`config.mk`:
```
export PLATFORM = sky130hd
export DESIGN_NAME = tgi_mac
export DESIGN_NICKNAME = d
export VERILOG_FILES = /design/src/hdl/tgi_pkg.sv /design/src/hdl/tgi_mac.sv
export SDC_FILE = /design/constraint.sdc
export NUM_CORES = 1
export LEC_CHECK = 0
export ABC_CLOCK_PERIOD_IN_PS = 12200
export BUFFER_PORTS_ARGS = -buffer_cell sky130_fd_sc_hd__buf_2
export CAP_MARGIN = 20
export CELL_PAD_IN_SITES_DETAIL_PLACEMENT = 1
export CELL_PAD_IN_SITES_GLOBAL_PLACEMENT = 1
export CORE_ASPECT_RATIO = 0.8
export CORE_UTILIZATION = 45
export DETAILED_ROUTE_END_ITERATION = 8
export GPL_TIMING_DRIVEN = 1
export PLACE_DENSITY_LB_ADDON = 0.12
export SLEW_MARGIN = 5
export SYNTH_ARGS = -nofsm -noshare
export SYNTH_HDL_FRONTEND = slang
export SYNTH_SLANG_ARGS = --single-unit
```
`constraint.sdc`:
```
create_clock -name clock -period 12.2 [get_ports clock]
set_input_delay 1.83 -clock clock [delete_from_list [all_inputs] [get_ports clock]]
set_output_delay 1.83 -clock clock [all_outputs]
set_load 0.005 [all_outputs]
```
`src/hdl/tgi_pkg.sv`:
```
package tgi_pkg;

   localparam int COORD_W   = 32;
   localparam int TOL_W     = 16;
   localparam int CSR_IDX_W = 3;
   localparam int FBITS     = 16;                 // fraction bits of a weight
   localparam int FRAC_W    = FBITS + 1;          // weight 0..65536
   localparam int CELL_W    = 8;                  // holds POINTS-1 up to 255
   localparam int QUO_W     = CELL_W + FBITS;     // cell and fraction from one divide
   localparam int DIVD_W    = COORD_W + CELL_W;   // (p-low)*(N-1)
   localparam int QCNT_W    = $clog2(QUO_W + 1);
   localparam int VAL_W     = 49;                 // x and y stage partial sums
   localparam int SPLIT     = 24;                 // operand split point
   localparam int OPND_W    = VAL_W - SPLIT + 1;  // signed half operand
   localparam int PROD_W    = FRAC_W + 1 + OPND_W;
   localparam int ACC_W     = 68;

   localparam int DEF_POINTS = 16;

   localparam logic [COORD_W-1:0] LOW_RESET  = 32'd0;
   localparam logic [COORD_W-1:0] HIGH_RESET = 32'd983040;
   localparam logic [TOL_W-1:0]   TOL_RESET  = 16'd1;
   localparam logic [FRAC_W-1:0]  ONE_WEIGHT = 17'd65536;

   localparam logic [CSR_IDX_W-1:0] CSR_X_LOW  = 3'd0;
   localparam logic [CSR_IDX_W-1:0] CSR_X_HIGH = 3'd1;
   localparam logic [CSR_IDX_W-1:0] CSR_Y_LOW  = 3'd2;
   localparam logic [CSR_IDX_W-1:0] CSR_Y_HIGH = 3'd3;
   localparam logic [CSR_IDX_W-1:0] CSR_Z_LOW  = 3'd4;
   localparam logic [CSR_IDX_W-1:0] CSR_Z_HIGH = 3'd5;
   localparam logic [CSR_IDX_W-1:0] CSR_TOL    = 3'd6;

   localparam logic REQ_WRITE = 1'b0;
   localparam logic REQ_QUERY = 1'b1;

   typedef enum logic [1:0] {
      STG_X,
      STG_Y,
      STG_Z
   } stage_type;

   typedef enum logic [3:0] {
      S_IDLE,
      S_CLAMP,
      S_MUL,
      S_DIV,
      S_FETCH,
      S_MLO,
      S_MHI,
      S_SAVE,
      S_OUT
   } state_type;

   typedef struct packed {
      logic              en;
      logic              clr;
      logic              hi;
      logic [FRAC_W-1:0] weight;
   } mac_ctrl_type;

endpackage

```
`src/hdl/tgi_mac.sv`:
```
module tgi_mac (
   input  logic                          clock,
   input  tgi_pkg::mac_ctrl_type         ctrl,
   input  logic [tgi_pkg::VAL_W-1:0]     value,
   output logic [tgi_pkg::ACC_W-1:0]     acc
);
   import tgi_pkg::*;

   // One weight times one half of a 49-bit operand per cycle while ctrl.en is
   // set; the high half lands SPLIT bits up.
   logic signed [OPND_W-1:0] opnd;
   logic signed [PROD_W-1:0] prod;
   logic signed [ACC_W-1:0]  addend;
   logic signed [ACC_W-1:0]  acc_ff, acc_in;

   always_comb begin
      if (ctrl.hi) begin
         opnd = $signed({value[VAL_W-1], value[VAL_W-1:SPLIT]});
      end else begin
         opnd = $signed({{(OPND_W-SPLIT){1'b0}}, value[SPLIT-1:0]});
      end
      prod   = $signed({1'b0, ctrl.weight}) * opnd;
      addend = ctrl.hi ? (ACC_W'(prod) <<< SPLIT) : ACC_W'(prod);
      acc_in = acc_ff;
      if (ctrl.en) begin
         acc_in = (ctrl.clr ? '0 : acc_ff) + addend;
      end
   end

   always_ff @(posedge clock) begin
      acc_ff <= acc_in;
   end

   assign acc = acc_ff;

endmodule

```
# ---- Yosys cells after proc, flatten, opt, wreduce, memory -nomap -nowiden
# Index checks and enable logic that the tools add are counted.
dict set report word_totals {
  reg_bits 68
  latch_bits 0
  ram_bits 0
  romBits 0
  input_bits 70
  out_inout_bits 68
  elab_cells 6
  memories 0
}
dict set report op_classes {
  addsub 1
  mul 1
  n_div 0
  order_cmp 0
  eq_ne 0
  n_shift 0
  n_mux 3
  bitwise_logic 0
  reduce_logical 0
}
# operator count
set ops {}
lappend ops {{68-bit adder} 1}
lappend ops {{68-bit two-way mux} 1}
lappend ops {{67-bit two-way mux} 1}
lappend ops {{18-bit by 26-bit multiplier with 44-bit output} 1}
lappend ops {{26-bit two-way mux} 1}

# ---- Depth between registers and ports, before layout
dict set report depth {
  depth_word 4
  depth_mapped 41
  mapped_depth_nobuf 35
}

# ---- Worst setup path after synthesis
# No wires, ideal clock.
dict set report synth_timing {
  kind {input -> register}
  startpoint {input port ctrl[17] (netlist name)}
  endpoint {register acc_ff[67] (netlist: acc[67]), data pin}
  setup_time_ns 0.268
  arrival_time_ns 10.931
  required_time_ns 11.932
  setup_slack_ns 1.002
  stages 36
  path_buffers 5
  cell_sequence {clkbuf_1 > buf_2 > and2_1 > clkbuf_1 > clkbuf_1 > nand2_1 > fa_1 > fa_1 > inv_1 > fa_1 > fa_1 > fa_1 > inv_1 > fa_1 > inv_1 > ha_1 > a21o_1 > a31oi_1 > or4b_1 > a211o_1 > a41oi_4 > o21bai_1 > a21oi_1 > xnor2_1 > mux2_2 > ha_1 > clkbuf_1 > nand4_1 > or2_1 > nor3_1 > nand3_1 > a211oi_1 > nor2_1 > o31ai_1 > a21oi_1 > xnor3_1}
}
dict set report synth_via {
  elab_chain_cells 4
}
# element line_no
set synth_lines {}
lappend synth_lines {{from (decl)} tgi_mac.sv:3} ;# input tgi_pkg::mac_ctrl_type ctrl,
lappend synth_lines {{26-bit two-way mux} tgi_mac.sv:17} ;# if (ctrl.hi) begin
lappend synth_lines {{18-bit by 26-bit multiplier with 44-bit output} tgi_mac.sv:22} ;# prod = $signed({1'b0, ctrl.weight}) * opnd;
lappend synth_lines {{67-bit two-way mux} tgi_mac.sv:23} ;# addend = ctrl.hi ? (ACC_W'(prod) <<< SPLIT) : ACC_W'(prod);
lappend synth_lines {{68-bit adder (*)} tgi_mac.sv:26} ;# acc_in = (ctrl.clr ? '0 : acc_ff) + addend;
lappend synth_lines {{to (signal assigned)} tgi_mac.sv:31} ;# acc_ff <= acc_in;
lappend synth_lines {{to (decl)} tgi_mac.sv:14} ;# logic signed [ACC_W-1:0] acc_ff, acc_in;
# Every way passes the cells marked *; elsewhere a longest branch is shown, timed or not.
# A chain may end at the register's enable or synchronous reset.

# ---- Worst setup path in the final report
# Ends and elaborated chain as after synthesis.

==> flow_metrics.py <==
metrics = {
    "setup_path": {
        "worst_path_max_delay_cell": "a2111oi_1",
        "crit_type": "input port to flip-flop",
        "critPathLaunchType": "input port",
        "cp.arrival_ns": 11.83,
        "crit_top_cell": "fa_1",
        "crit_buf_inv": 6,
        "endpoint_kind": "flip-flop",
        "cpPeakStageDelay_ns": 0.65,
        "path_delay_family": "adder cells",
        "path_max_fanout": 21,
        "crit_required_ns": 12.30,
    },
    "global_route": {
        "overflow": 0,
        "grt_pass1_wl_um": 116000,
        "antenna_found_initial": 0,
        "grt_max_degree": 69,
        "grt_util_all_layers": 0.283,
        "grt_pass1_vias": 20336,
    },
    "clocking": {
        "cts_num_sinks": 68,
        "cts.path.max_buffers": 2,
        "cts_root_buffer": "clkbuf_16",
        "htreeDepth": 3,
        "clkLatencyLatePin_ns": 0.36,
        "cts_tree": "yes",
        "cts_made_buffers": 9,
        "clkSlewWorstSetupHoldPaths_ns": 0.07,
    },
    "drt": {
        "antenna_left": 0,
        "vias": 18911,
        "wl_um": 72700,
        "first_pass_iters": 5,
        "drtIter0Drc": 1100,
        "drc": 0,
        "post_drt_via_cell_ratio": 5.49,
        "routedWlPerCell_um": 21.1,
    },
    "placed_design": {
        "dp.cells": 3425,
        "place.port_buffers": 137,
        "place_ws_ns": 0.0673,
        "placed_cell_area_mm2": 0.0246,
        "hpwl_um": 61300,
        "routabilityCongestion": 0.904,
    },
    "cells_and_area": {
        "design_area_mm2": 0.0249,
        "area_growth_pct": 6.62,
        "largest_reg_flops": 68,
        "fin_nets": 3417,
        "finalNonFillerCells": 3443,
        "antenna_cells": 0,
        "layout-drive-gt1-share": 0.0787,
    },
    "synthesis": {
        "synth_cell_types": 77,
        "synth_edf_count": 68,
        "synth_top_flop_cell": "edfxtp_1",
        "seq_area_frac_synth": 0.0874,
        "ys_warn_count": 0,
        "avgSynthCellArea_um2": 8.63,
        "syn-num-nets": 3369,
        "synth_top_area_share": 0.361,
        "postSynthCellCount": 2706,
        "ys_ff_latch": 68,
        "synth_top_family_by_area": "adder cells",
        "synth_compound_area_frac": 0.118,
        "ys_async_sr_fraction": 0,
        "yosys-top-cells-area": "fa_1 36%, ha_1 9.2%, inv_1 8.8%",
        "synth-simple-area-share": 0.181,
        "synth_area_mm2": 0.0234,
        "synth_xor_area_frac": 0.0370,
        "yosys.area.top_type": "fa_1",
        "synthMuxAreaShare": 0.0148,
        "synth_fa_ha_area_frac": 0.453,
    },
    "flow_run": {
        "cap_violations": 0,
    },
    "timing": {
        "fin_ws_ns": 0.475,
        "relSlewSlack": 0.306,
        "period_minus_slack_ns": 11.72,
        "slew_viol_final": 0,
        "finalSetupViolCount": 0,
        "clock_skew_ns": 0.00760,
        "max_freq_mhz": 85.3,
        "finalHoldViolCount": 0,
        "rsz0062_at_grt": "no",
        "fin_setup_tns_ns": 0,
        "tightest_slew_ns": 1.04,
        "finalCritPeriodShare": 0.961,
    },
    "floorplanning": {
        "io_pins": 138,
        "die_w_um": 257,
        "start_util": 0.457,
        "die_area_mm2": 0.0528,
        "core-area_mm2": 0.0511,
        "num_rows": 74,
        "dieHeight_um": 206,
    },
    "outcome": {
        "status": "finished clean",
    },
    "worst_hold_path": {
        "hp-class": "flip-flop to flip-flop",
    },
}
## through the flow
stage	util	hold WS, ns
final	0.487	0.740
after global routing	0.487	0.788
after CTS	0.487	0.758
after detailed placement	0.481	0.724
after global placement	0.481	0.707
after floorplan	-	0.687
## logic make-up after synthesis
group | count (synthesis)
fa+ha+maj | 593
simple gates | 828
flops | 68
buf+inv | 671
mux | 31
compound gates | 418
xor+xnor | 97
## final timing paths
check	startpoint	end	slack, ns	depth (start not counted)
max	ctrl[17]	acc[67]	0.48	34
min	acc[0]	acc[0]	0.74	2
max reg2reg	acc[9]	acc[61]	7.80	10
min reg2reg	acc[0]	acc[0]	0.74	2
## routing by layer
metal	track usage	wire length [um]	share of wire	vias up
met1	0.409	34500	0.47	9870
met3	0.0335	3110	0.043	53
li1	-	-	-	8566
met5	0	0	0	-
met4	0.0387	828	0.011	0
met2	0.466	34400	0.47	422
## repair_timing
item	4_1_cts	5_1_grt
setup endpoints to repair	0	5
hold buffers	0	0
gates resized for setup	0	3
buffers inserted	0	2
## cell type report
| type | count | area [um^2] |
|---|---|---|
| fillers | 6128 | 26200 |
| clock inverters | 5 | 85.1 |
| inverters | 551 | 2070 |
| well taps | 684 | 856 |
| flip-flops and latches | 68 | 2040 |
| repair buffers | 157 | 838 |
| multi-input cells | 1967 | 18800 |
| clock buffers | 11 | 233 |
## cell usage after synthesis, drive strengths merged (8+ instances only)
cell and n:
inv 549, fa 421, nand2 293, and2 225, ha 172, a21oi 134
clkbuf 114, nor2b 103, a21o 74, nor2 73, o21ai 70, edfxtp 68
xnor2 68, nand4 31, nand3 30, mux2 28, xor2 28, o21bai 27
nand2b 19, a211oi 16, nor3 15, o211ai 14, and3 11, a31oi 9
o21a 8
## placed cells by master, fill, tap and decap left out, types with 8 or more instances in the layout
cell type and count:
o211ai_1 14, buf_4 21, buf_2 136, a211oi_1 14
clkbuf_16 9, edfxtp_1 68, fa_1 421, nand3_1 29
nor3_1 15, nand2_1 293, a21oi_1 131, a31oi_1 9
and3_1 11, and2_1 224, nor2b_1 103, ha_1 172
nand2b_1 19, inv_1 549, nor2_1 73, o21a_1 8
xor2_1 28, o21bai_1 26, mux2_2 28, o21ai_0 64
a21o_1 74, nand4_1 31, xnor2_1 68
## worst register-to-register path, delay by kind of cell, from the launching register on
| kind | cells | cell delay [ns] |
|---|---|---|
| AO/OA/AOI/OAI | 6 | 2.67 |
| XOR/XNOR | 1 | 0.18 |
| adder cells (fa/ha/maj) | 1 | 0.41 |
| flip-flops | 1 | 0.38 |
| AND/OR/NAND/NOR | 2 | 0.49 |
Power is not shown: default switching activity piles up to over one toggle a cycle in this logic, so the estimate is an artifact.
