--- config.mk ---
export PLATFORM = sky130hd
export DESIGN_NAME = tgi_div
export DESIGN_NICKNAME = d
export VERILOG_FILES = /design/src/hdl/tgi_pkg.sv /design/src/hdl/tgi_div.sv
export SDC_FILE = /design/constraint.sdc
export NUM_CORES = 1
export LEC_CHECK = 0
export BUFFER_PORTS_ARGS = -buffer_cell sky130_fd_sc_hd__buf_2
export CAP_MARGIN = 40
export CORE_ASPECT_RATIO = 1.75
export CORE_MARGIN = 8
export CORE_UTILIZATION = 30
export DETAILED_ROUTE_END_ITERATION = 8
export PLACE_DENSITY = 0.5
export SETUP_SLACK_MARGIN = 0.05
export SYNTH_ARGS = -nofsm -noshare
export SYNTH_HDL_FRONTEND = slang
export SYNTH_SLANG_ARGS = --single-unit
--- constraint.sdc ---
create_clock -name clock -period 3.8 [get_ports clock]
set_clock_uncertainty 0.1 [all_clocks]
set_input_delay 0.38 -clock clock [delete_from_list [all_inputs] [get_ports clock]]
set_output_delay 0.38 -clock clock [all_outputs]
set_load 0.02 [all_outputs]
--- src/hdl/tgi_pkg.sv ---
package tgi_pkg;

   localparam int COORD_W   = 32;
   localparam int TOL_W     = 16;
   localparam int CSR_IDX_W = 3;
   localparam int FBITS     = 16;                 // fraction bits of a weight
   localparam int FRAC_W    = FBITS + 1;          // weight 0..65536
   localparam int CELL_W    = 8;                  // holds POINTS-1 up to 255
   localparam int QUO_W     = CELL_W + FBITS;     // cell and fraction from one divide
   localparam int DIVD_W    = COORD_W + CELL_W;   // (p-low)*(N-1)
   localparam int QCNT_W    = $clog2(QUO_W + 1);
   localparam int VAL_W     = 49;                 // x and y stage partial sums
   localparam int SPLIT     = 24;                 // operand split point
   localparam int OPND_W    = VAL_W - SPLIT + 1;  // signed half operand
   localparam int PROD_W    = FRAC_W + 1 + OPND_W;
   localparam int ACC_W     = 68;

   localparam int DEF_POINTS = 16;

   localparam logic [COORD_W-1:0] LOW_RESET  = 32'd0;
   localparam logic [COORD_W-1:0] HIGH_RESET = 32'd983040;
   localparam logic [TOL_W-1:0]   TOL_RESET  = 16'd1;
   localparam logic [FRAC_W-1:0]  ONE_WEIGHT = 17'd65536;

   localparam logic [CSR_IDX_W-1:0] CSR_X_LOW  = 3'd0;
   localparam logic [CSR_IDX_W-1:0] CSR_X_HIGH = 3'd1;
   localparam logic [CSR_IDX_W-1:0] CSR_Y_LOW  = 3'd2;
   localparam logic [CSR_IDX_W-1:0] CSR_Y_HIGH = 3'd3;
   localparam logic [CSR_IDX_W-1:0] CSR_Z_LOW  = 3'd4;
   localparam logic [CSR_IDX_W-1:0] CSR_Z_HIGH = 3'd5;
   localparam logic [CSR_IDX_W-1:0] CSR_TOL    = 3'd6;

   localparam logic REQ_WRITE = 1'b0;
   localparam logic REQ_QUERY = 1'b1;

   typedef enum logic [1:0] {
      STG_X,
      STG_Y,
      STG_Z
   } stage_type;

   typedef enum logic [3:0] {
      S_IDLE,
      S_CLAMP,
      S_MUL,
      S_DIV,
      S_FETCH,
      S_MLO,
      S_MHI,
      S_SAVE,
      S_OUT
   } state_type;

   typedef struct packed {
      logic              en;
      logic              clr;
      logic              hi;
      logic [FRAC_W-1:0] weight;
   } mac_ctrl_type;

endpackage

--- src/hdl/tgi_div.sv ---
module tgi_div (
   input  logic                          clock,
   input  logic                          reset,
   input  logic                          start,
   input  logic [tgi_pkg::DIVD_W-1:0]    dividend,
   input  logic [tgi_pkg::COORD_W-1:0]   divisor,
   output logic                          done,
   output logic [tgi_pkg::QUO_W-1:0]     quotient
);
   import tgi_pkg::*;

   // Quotient of dividend * 2^16 / divisor, one bit per cycle. The quotient is
   // known to fit QUO_W bits, so the upper dividend bits seed the remainder.
   logic [COORD_W-1:0] rem_ff, rem_in;
   logic [QUO_W-1:0]   low_ff, low_in;
   logic [QUO_W-1:0]   quo_ff, quo_in;
   logic [QCNT_W-1:0]  cnt_ff, cnt_in;
   logic               active_ff, active_in;
   logic               done_ff, done_in;
   logic [COORD_W:0]   trial;
   logic [COORD_W:0]   shifted;

   always_comb begin
      shifted   = {rem_ff, low_ff[QUO_W-1]};
      trial     = shifted - {1'b0, divisor};
      rem_in    = rem_ff;
      low_in    = low_ff;
      quo_in    = quo_ff;
      cnt_in    = cnt_ff;
      active_in = active_ff;
      done_in   = 1'b0;
      if (start) begin
         rem_in    = dividend[DIVD_W-1:CELL_W];
         low_in    = {dividend[CELL_W-1:0], {FBITS{1'b0}}};
         cnt_in    = QCNT_W'(QUO_W);
         active_in = 1'b1;
      end else if (active_ff) begin
         if (!trial[COORD_W]) begin
            rem_in = trial[COORD_W-1:0];
         end else begin
            rem_in = shifted[COORD_W-1:0];
         end
         quo_in = {quo_ff[QUO_W-2:0], ~trial[COORD_W]};
         low_in = {low_ff[QUO_W-2:0], 1'b0};
         cnt_in = cnt_ff - QCNT_W'(1);
         if (cnt_ff == QCNT_W'(1)) begin
            active_in = 1'b0;
            done_in   = 1'b1;
         end
      end
   end

   always_ff @(posedge clock) begin
      if (reset) begin
         active_ff <= 1'b0;
         done_ff   <= 1'b0;
         cnt_ff    <= '0;
      end else begin
         active_ff <= active_in;
         done_ff   <= done_in;
         cnt_ff    <= cnt_in;
      end
      rem_ff <= rem_in;
      low_ff <= low_in;
      quo_ff <= quo_in;
   end

   assign done     = done_ff;
   assign quotient = quo_ff;

endmodule

# After elaboration in Yosys (flattened, before gate mapping)
# Index checks and enable logic that the tools add are counted.
# word_totals
register_bits	71
latchBits	0
ramBits	0
romBits	0
in_bits	75
out_inout_bits	25
elab_cells	28
n_memories	0
# classes
addsub	2
n_mul	0
n_div	0
n_lt_le_gt_ge	0
eq_ne	1
shifts	0
mux	11
bitwise	3
reduce_logical	4
# op_table
op	n
$mux 32	3
$mux 24	2
$sub 33x32->33	1
$mux 5	2
$eq 5x1->1 const B	1
$sub 5x1->5 const B	1
$mux 1	4
$not 1->1	3
$reduce_or 3->1	1
$reduce_and 2->1	1
$reduce_bool 2->1	1
$reduce_or 2->1	1

# Logic depth before layout (Yosys ltp)
# Gate-level depths: netlist of run 1.
# depth
ltp_word	4
ltp_mapped	13
depth_no_buf	12

# Worst setup path after synthesis of run 1
# OpenSTA, ideal clock, no wires.
# synth_path
path_kind	input port to flip-flop
from	input port divisor[0] in the netlist's numbering
to	register rem_ff[11] (data pin)
setup_time_ns	0.261
t_arrival_ns	2.894
required_ns	3.439
slack_ns	0.545
cell_stages	12
path_buffers	1
cell_sequence	ha_1 fa_1 nand2b_1 a21oi_2 o41a_1 o311ai_4 a31oi_2 a41oi_2 xnor2_2 buf_6 nor3b_2 a221o_1
# synth_between
elab_chain_len	4
# synth_rtl
item	line_no	text
from (decl)	tgi_div.sv:6	input logic [tgi_pkg::COORD_W-1:0] divisor,
$sub 33x32->33	tgi_div.sv:25	trial = shifted - {1'b0, divisor};
$mux 32	tgi_div.sv:38	if (!trial[COORD_W]) begin
$mux 32	tgi_div.sv:37	end else if (active_ff) begin
$mux 32	tgi_div.sv:32	if (start) begin
via rem_in[11]	tgi_div.sv:14	logic [COORD_W-1:0] rem_ff, rem_in;
to (signal assigned)	tgi_div.sv:63	rem_ff <= rem_in;
to (decl)	tgi_div.sv:14	
# The timed path passes the listed nets, and every way through them passes these cells. The select of a mux whose other input is x is not followed.
# A chain may end at the register's enable or synchronous reset.

# Worst setup path in the final report of run 1
# layout_path
from	register low_ff[23]
to	register rem_ff[1] (data pin)
# layout_between
elab_chain_len	4
# layout_rtl
item	line_no	text
from (decl)	tgi_div.sv:15	logic [QUO_W-1:0] low_ff, low_in;
from (signal assigned)	tgi_div.sv:64	low_ff <= low_in;
$sub 33x32->33	tgi_div.sv:25	
$mux 32	tgi_div.sv:38	
$mux 32	tgi_div.sv:37	
$mux 32	tgi_div.sv:32	
via rem_in[1]	tgi_div.sv:14	
# The timed path passes the listed nets, and every way through them passes these cells. The select of a mux whose other input is x is not followed.

==> results of run 1 <==
==> worst max path at each step <==
stage	start	end	slack, ns	cells past startpoint
after floorplan	divisor[0]	rem_ff[11]	0.55	12
after global placement	divisor[0]	rem_ff[10]	0.12	13
after detailed placement	divisor[0]	rem_ff[1]	0.05	13
after CTS	low_ff[23]	rem_ff[1]	0.15	13
after global routing	low_ff[23]	rem_ff[1]	0.04	14
final	low_ff[23]	rem_ff[1]	0.23	14
==> kinds of logic after synthesis <==
logic type / share of synthesized area
AO/OA/AOI/OAI: 0.189
XOR/XNOR: 0.0539
adder cells (fa/ha/maj): 0.0889
buffers and inverters: 0.0562
flip-flops: 0.411
multiplexers: 0.0639
AND/OR/NAND/NOR: 0.137
==> through the flow <==
stage / hold slack [ns] / setup slack [ns] / power, µW / util / instance area (µm²)
2_1_floorplan: 0.349 / 0.545 / 2790 / - / 5010
3_3_place_gp: 0.334 / 0.124 / 3260 / 0.350 / 5740
3_5_place_dp: 0.326 / 0.0477 / 3280 / 0.353 / 5770
4_1_cts: 0.179 / 0.152 / 4110 / 0.370 / 6050
5_1_grt: 0.200 / 0.0447 / 4430 / 0.372 / 6080
6_report: 0.191 / 0.226 / 4140 / 0.372 / 6080
==> cells in the final DEF (no fill, tap or decap), drive strengths merged, types with 5 or more instances in the layout <==
cell and n:
a31oi 5, clkbuf 10, nand2b 6, mux2i 23
nand4 5, mux2 8, ha 34, a21oi 31
buf 107, a21o 11, xnor2 17, edfxtp 64
nor3 13, o21ai 43, o311ai 6, nand2 58
dfxtp 7, xor2 13, inv 44, a211oi 6
nor2 34, and2 6, nand3 9
==> metal layers <==
layer	share of wire	routed length, µm
met1	0.40	5570
met2	0.52	7190
met3	0.045	628
met4	0.031	427
met5	0	0
==> report_power, final <==
part / internal, µW / switching, µW / leakage [µW]
Sequential: 1060 / 90.5 / 0.000687
Combinational: 971 / 1200 / 0.00178
Clock: 462 / 350 / 0.000139
Total: 2500 / 1640 / 0.00261
==> final cells by class <==
class                           count  area [µm²]  share of cell area
Clock buffer                       10         239              0.0393
Tap cell                          224         280              0.0461
Clock inverter                      6        43.8             0.00720
Multi-Input combinational cell    378        2680               0.441
Inverter                           43         161              0.0265
Timing Repair Buffer              107         613               0.101
Sequential cell                    71        2060               0.339
==> sequential cells by signal, indices dropped and copies added (netlist names) <==
signal,flops
rem_ff,32
active_ff,1
quotient,24
cnt_ff,5
done,1
low_ff,8
==> what timing repair did <==
item,in CTS,in global routing
setup endpoints to repair,0,19
resized for setup,0,0
setup buffers,0,2
hold buffers,0,0
==> out/results.ini, run 1 <==
[die]
core_area_mm2 = 0.0164
floorplan.die.height_um = 187
fp.dieW_um = 114
rows = 62
die_area_mm2 = 0.0213
io_pins = 100
start_util = 0.306

[place]
dp_hpwl_mm = 10.8
dp.cells = 821
portBuffers = 99
gp_congestion = 0.837

[global_route]
grt_use_total = 0.130
grt_max_degree = 68
grt-busiest-layer = met2
grt_pass1_wl_mm = 22.3
gr-usage-met3 = 0.0275
use_met2 = 0.238
antenna_found_initial = 0
overflow = 0
grt_pass1_vias = 4502
grtUsageMet1 = 0.138

[synthesis]
synth_most_common_cell = edfxtp_1
syn_area_per_cell_um2 = 9.71
synth_top_area_cell = edfxtp_1
syn-cell-area_mm2 = 0.00501
synth_top_cell_area_share = 0.384
synth_area_leaders = edfxtp_1 (38%), ha_1 (8.5%), mux2i_1 (4.6%)
async_flop_share = 0
synth_warnings = 0
synth_common_cells = edfxtp_1 (64), nand2_1 (58), inv_1 (43)
ys_types = 61
syn-num-nets = 626
synth-seq-area-share = 0.411
ys_seq_elements = 71
synth_edf_count = 64
synthFlopType = edfxtp_1
synth_cells = 516

[power]
pwr_density_cell_mw_per_mm2 = 680
p_leak_uw = 0.00261
ir_drop_mv = 0.300

[worst_setup_path]
cpLargestDelayFamily = compound AO/OA/AOI/OAI gates
slowest_stage = fa_1
crit_buf_inv = 3
crit_path_max_incr_delay_ns = 0.40
path_class = reg -> reg
cp-start-kind = register
arrival_ns = 3.66
end_kind = register
r2r_start = low_ff[23]
rrSetupSlack_ns = 0.23
crit_required_ns = 3.88
path_cells = inv_1, ha_1, fa_1, nand2b_1, a21oi_2, o41a_1, o311ai_4, a31oi_2, a41oi_2, xnor2_4, buf_12, buf_12, mux2_1, o21ai_1
crit_fanout = 23
reg2reg_depth = 14
cpMostUsedCell = buf_12
rr_endpoint = rem_ff[1]

[routing]
vias_per_cell = 4.99
drt-pass1-iter-count = 4
route.detailed.drc = 0
wirelength_mm = 13.8
drtAntennaViolNets = 0
drt_iter0_drc = 118
vias = 4186
wl_per_cell_um = 16.5

[sta]
worst_pin_slew_ns = 0.730
hold_violations = 0
period_share = 0.940
setup-violations-final = 0
max_freq_mhz = 280
rsz0062_at_grt = no
relSlewSlack = 0.513
finalSetupTns_ns = 0
finalCriticalPeriod_ns = 3.57
slew_violations = 0

[job]
drv_cap = 0

[clock_tree]
root_buffer = clkbuf_16
clkLatencyLatePin_ns = 0.34
htree_levels = 3
clock_sinks = 71
cts_tree = built
cts-buffers-inserted = 9
clk_transition_reported_paths_ns = 0.06
clockBufferDepth = 2

[worst_hold_path]
min_from = reset
whs_endpoint = cnt_ff[3]
hp-class = in -> reg
min_path_cells = 2

[outcome]
status = finished, final reports clean

[layout]
fin_cells = 839
final_nets = 720
drive_gt1_frac = 0.241
diodes = 0
area_growth_pct = 21.3
fillCellCount = 1683

(Power assumes the default switching activity.)
==> run 2, diff against run 1 <==
==> constraint.sdc (replaced) <==
create_clock -name clock -period 3.8 [get_ports clock]
set_clock_uncertainty 0.1 [all_clocks]
set_input_delay 0.57 -clock clock [delete_from_list [all_inputs] [get_ports clock]]
set_output_delay 0.57 -clock clock [all_outputs]
set_load 0.02 [all_outputs]
==> out/results.ini, run 2 (synthesis gave the netlist of run 1 again) <==
[die]
die_area_mm2 = 0.0213  ; unchanged
floorplan.die.height_um = 187  ; unchanged
fp.dieW_um = 114  ; unchanged
core_area_mm2 = 0.0164  ; unchanged
rows = 62  ; unchanged
start_util = 0.306  ; unchanged
io_pins = 100  ; unchanged

[routing]
route.detailed.drc = 0  ; unchanged
vias_per_cell = 4.97  ; -0.45%
drt-pass1-iter-count = 4  ; unchanged
drt_iter0_drc = 147  ; +25%
drtAntennaViolNets = 0  ; unchanged
wl_per_cell_um = 16.5  ; about the same
wirelength_mm = 13.9  ; +0.54%
vias = 4192  ; +0.14%

[worst_setup_path]
end_kind = register
cp-start-kind = register
rr_endpoint = rem_ff[23]
reg2reg_depth = 13  ; -1
arrival_ns = 3.48  ; -0.18 ns
crit_fanout = 16  ; -30%
crit_required_ns = 3.79  ; -0.09 ns
rrSetupSlack_ns = 0.31  ; +0.08 ns
r2r_start = low_ff[23]
path_class = reg -> reg

[sta]
period_share = 0.918  ; -0.0219
relSlewSlack = 0.565  ; +0.0515
worst_pin_slew_ns = 0.653  ; -0.0773 ns
setup-violations-final = 0  ; unchanged
max_freq_mhz = 287  ; +2.4%
finalSetupTns_ns = 0  ; unchanged
layout_setup_ws_ns = 0.310  ; +0.0833 ns
hold_violations = 0  ; unchanged
rsz0062_at_grt = no
slew_violations = 0  ; unchanged
finalCriticalPeriod_ns = 3.49  ; -0.0833 ns

[clock_tree]
cts_tree = built
cts-buffers-inserted = 9  ; unchanged
clock_sinks = 71  ; unchanged
hold_buffers = 0  ; unchanged
clk_transition_reported_paths_ns = 0.06  ; about the same
clockBufferDepth = 2  ; unchanged
cts.repair.resized = 0  ; unchanged
root_buffer = clkbuf_16
post_cts_buffers = 0  ; unchanged
htree_levels = 3  ; unchanged
clkLatencyLatePin_ns = 0.34  ; about the same

[worst_hold_path]
min_path_cells = 0  ; -2
min_from = quotient[13]
hp-class = reg -> reg
whs_endpoint = quotient[14]

[layout]
diodes = 0  ; unchanged
drive_gt1_frac = 0.247  ; +0.00612
final_cell_mix = buf_2 (99), edfxtp_1 (64), nand2_1 (58)
largest_register = rem_ff
largest_reg_flops = 32  ; unchanged
design_area_mm2 = 0.00616  ; +1.3%
area_growth_pct = 22.9
final_nets = 725  ; +0.69%
final_common_cell = buf_2

[power]
power_uw = 4270  ; +3.2%
ir_drop_mv = 0.302  ; +0.84%
p_leak_uw = 0.00265  ; +1.7%
pwr_density_cell_mw_per_mm2 = 693  ; +1.9%

[place]
placed_area_mm2 = 0.00583  ; +1.0%
portBuffers = 99  ; unchanged
dp_hpwl_mm = 11.0  ; +1.6%
dp_slack_ns = -0.00986  ; -0.0575 ns
gp_congestion = 0.855  ; +2.1%

[global_route]
overflow = 0  ; unchanged
grt_max_degree = 59  ; -13%
grt_use_total = 0.132  ; +0.00127
grt_pass1_wl_mm = 22.3  ; +0.34%
antenna_found_initial = 0  ; unchanged
grt_pass1_vias = 4433  ; -1.5%

[job]
drv_cap = 0  ; unchanged

[outcome]
status = finished, final reports clean

[run 2: changes by cell type in the layout (fill, tap and decap cells not counted), sizes merged]
cell    before  now
clkbuf      10    9
buf        107  112
bufinv       0    2
clkinv       4    2
inv         44   45
[run 2: worst max-delay path, cell delays in order (launching register included)]
cell,delay [ns]
edfxtp_1,0.32
inv_1,0.06
ha_1,0.20
fa_1,0.40
nand2b_1,0.19
a21oi_2,0.16
o41a_1,0.25
o311ai_4,0.12
a31oi_2,0.23
a41oi_2,0.21
xnor2_4,0.42
buf_12,0.22
nor3b_2,0.06
a221o_1,0.28
[run 2: metal layers]
| metal | share of wire | vias to the layer above | track usage |
|---|---|---|---|
| li1 | - | 2070 | - |
| met3 | 0.055 | 21 | 0.0265 |
| met2 | 0.53 | 115 | 0.245 |
| met4 | 0.021 | 0 | 0.0572 |
| met1 | 0.39 | 1986 | 0.137 |
| met5 | 0 | - | 0 |
[run 2: final cells by class]
class / instances / area [µm²]
Clock buffer: 9 / 225
Clock inverter: 7 / 105
Fill cell: 1684 / 10200
Inverter: 43 / 161
Multi-Input combinational cell: 378 / 2680
Sequential cell: 71 / 2060
Tap cell: 224 / 280
Timing Repair Buffer: 112 / 646
[run 2: per-stage QoR]
stage	hold WS, ns	instances	utilization
2_1_floorplan	0.368	516	-
3_3_place_gp	0.335	826	0.354
3_5_place_dp	0.334	828	0.356
4_1_cts	0.348	844	0.376
5_1_grt	0.374	844	0.376
6_report	0.346	844	0.376
[run 2: power by group]
group / internal (µW) / switching [µW] / leakage, µW
registers: 1060 / 93.5 / 0.000687
clock network: 584 / 363 / 0.000158
logic: 967 / 1200 / 0.00181
[run 2: how the worst max path moves through the flow]
stage | depth (start not counted) | start | end
after floorplan | 12 | divisor[0] | rem_ff[11]
after global placement | 13 | divisor[0] | rem_ff[23]
after detailed placement | 13 | divisor[0] | rem_ff[1]
after CTS | 13 | low_ff[23] | rem_ff[23]
after global routing | 13 | low_ff[23] | rem_ff[1]
final | 13 | low_ff[23] | rem_ff[23]
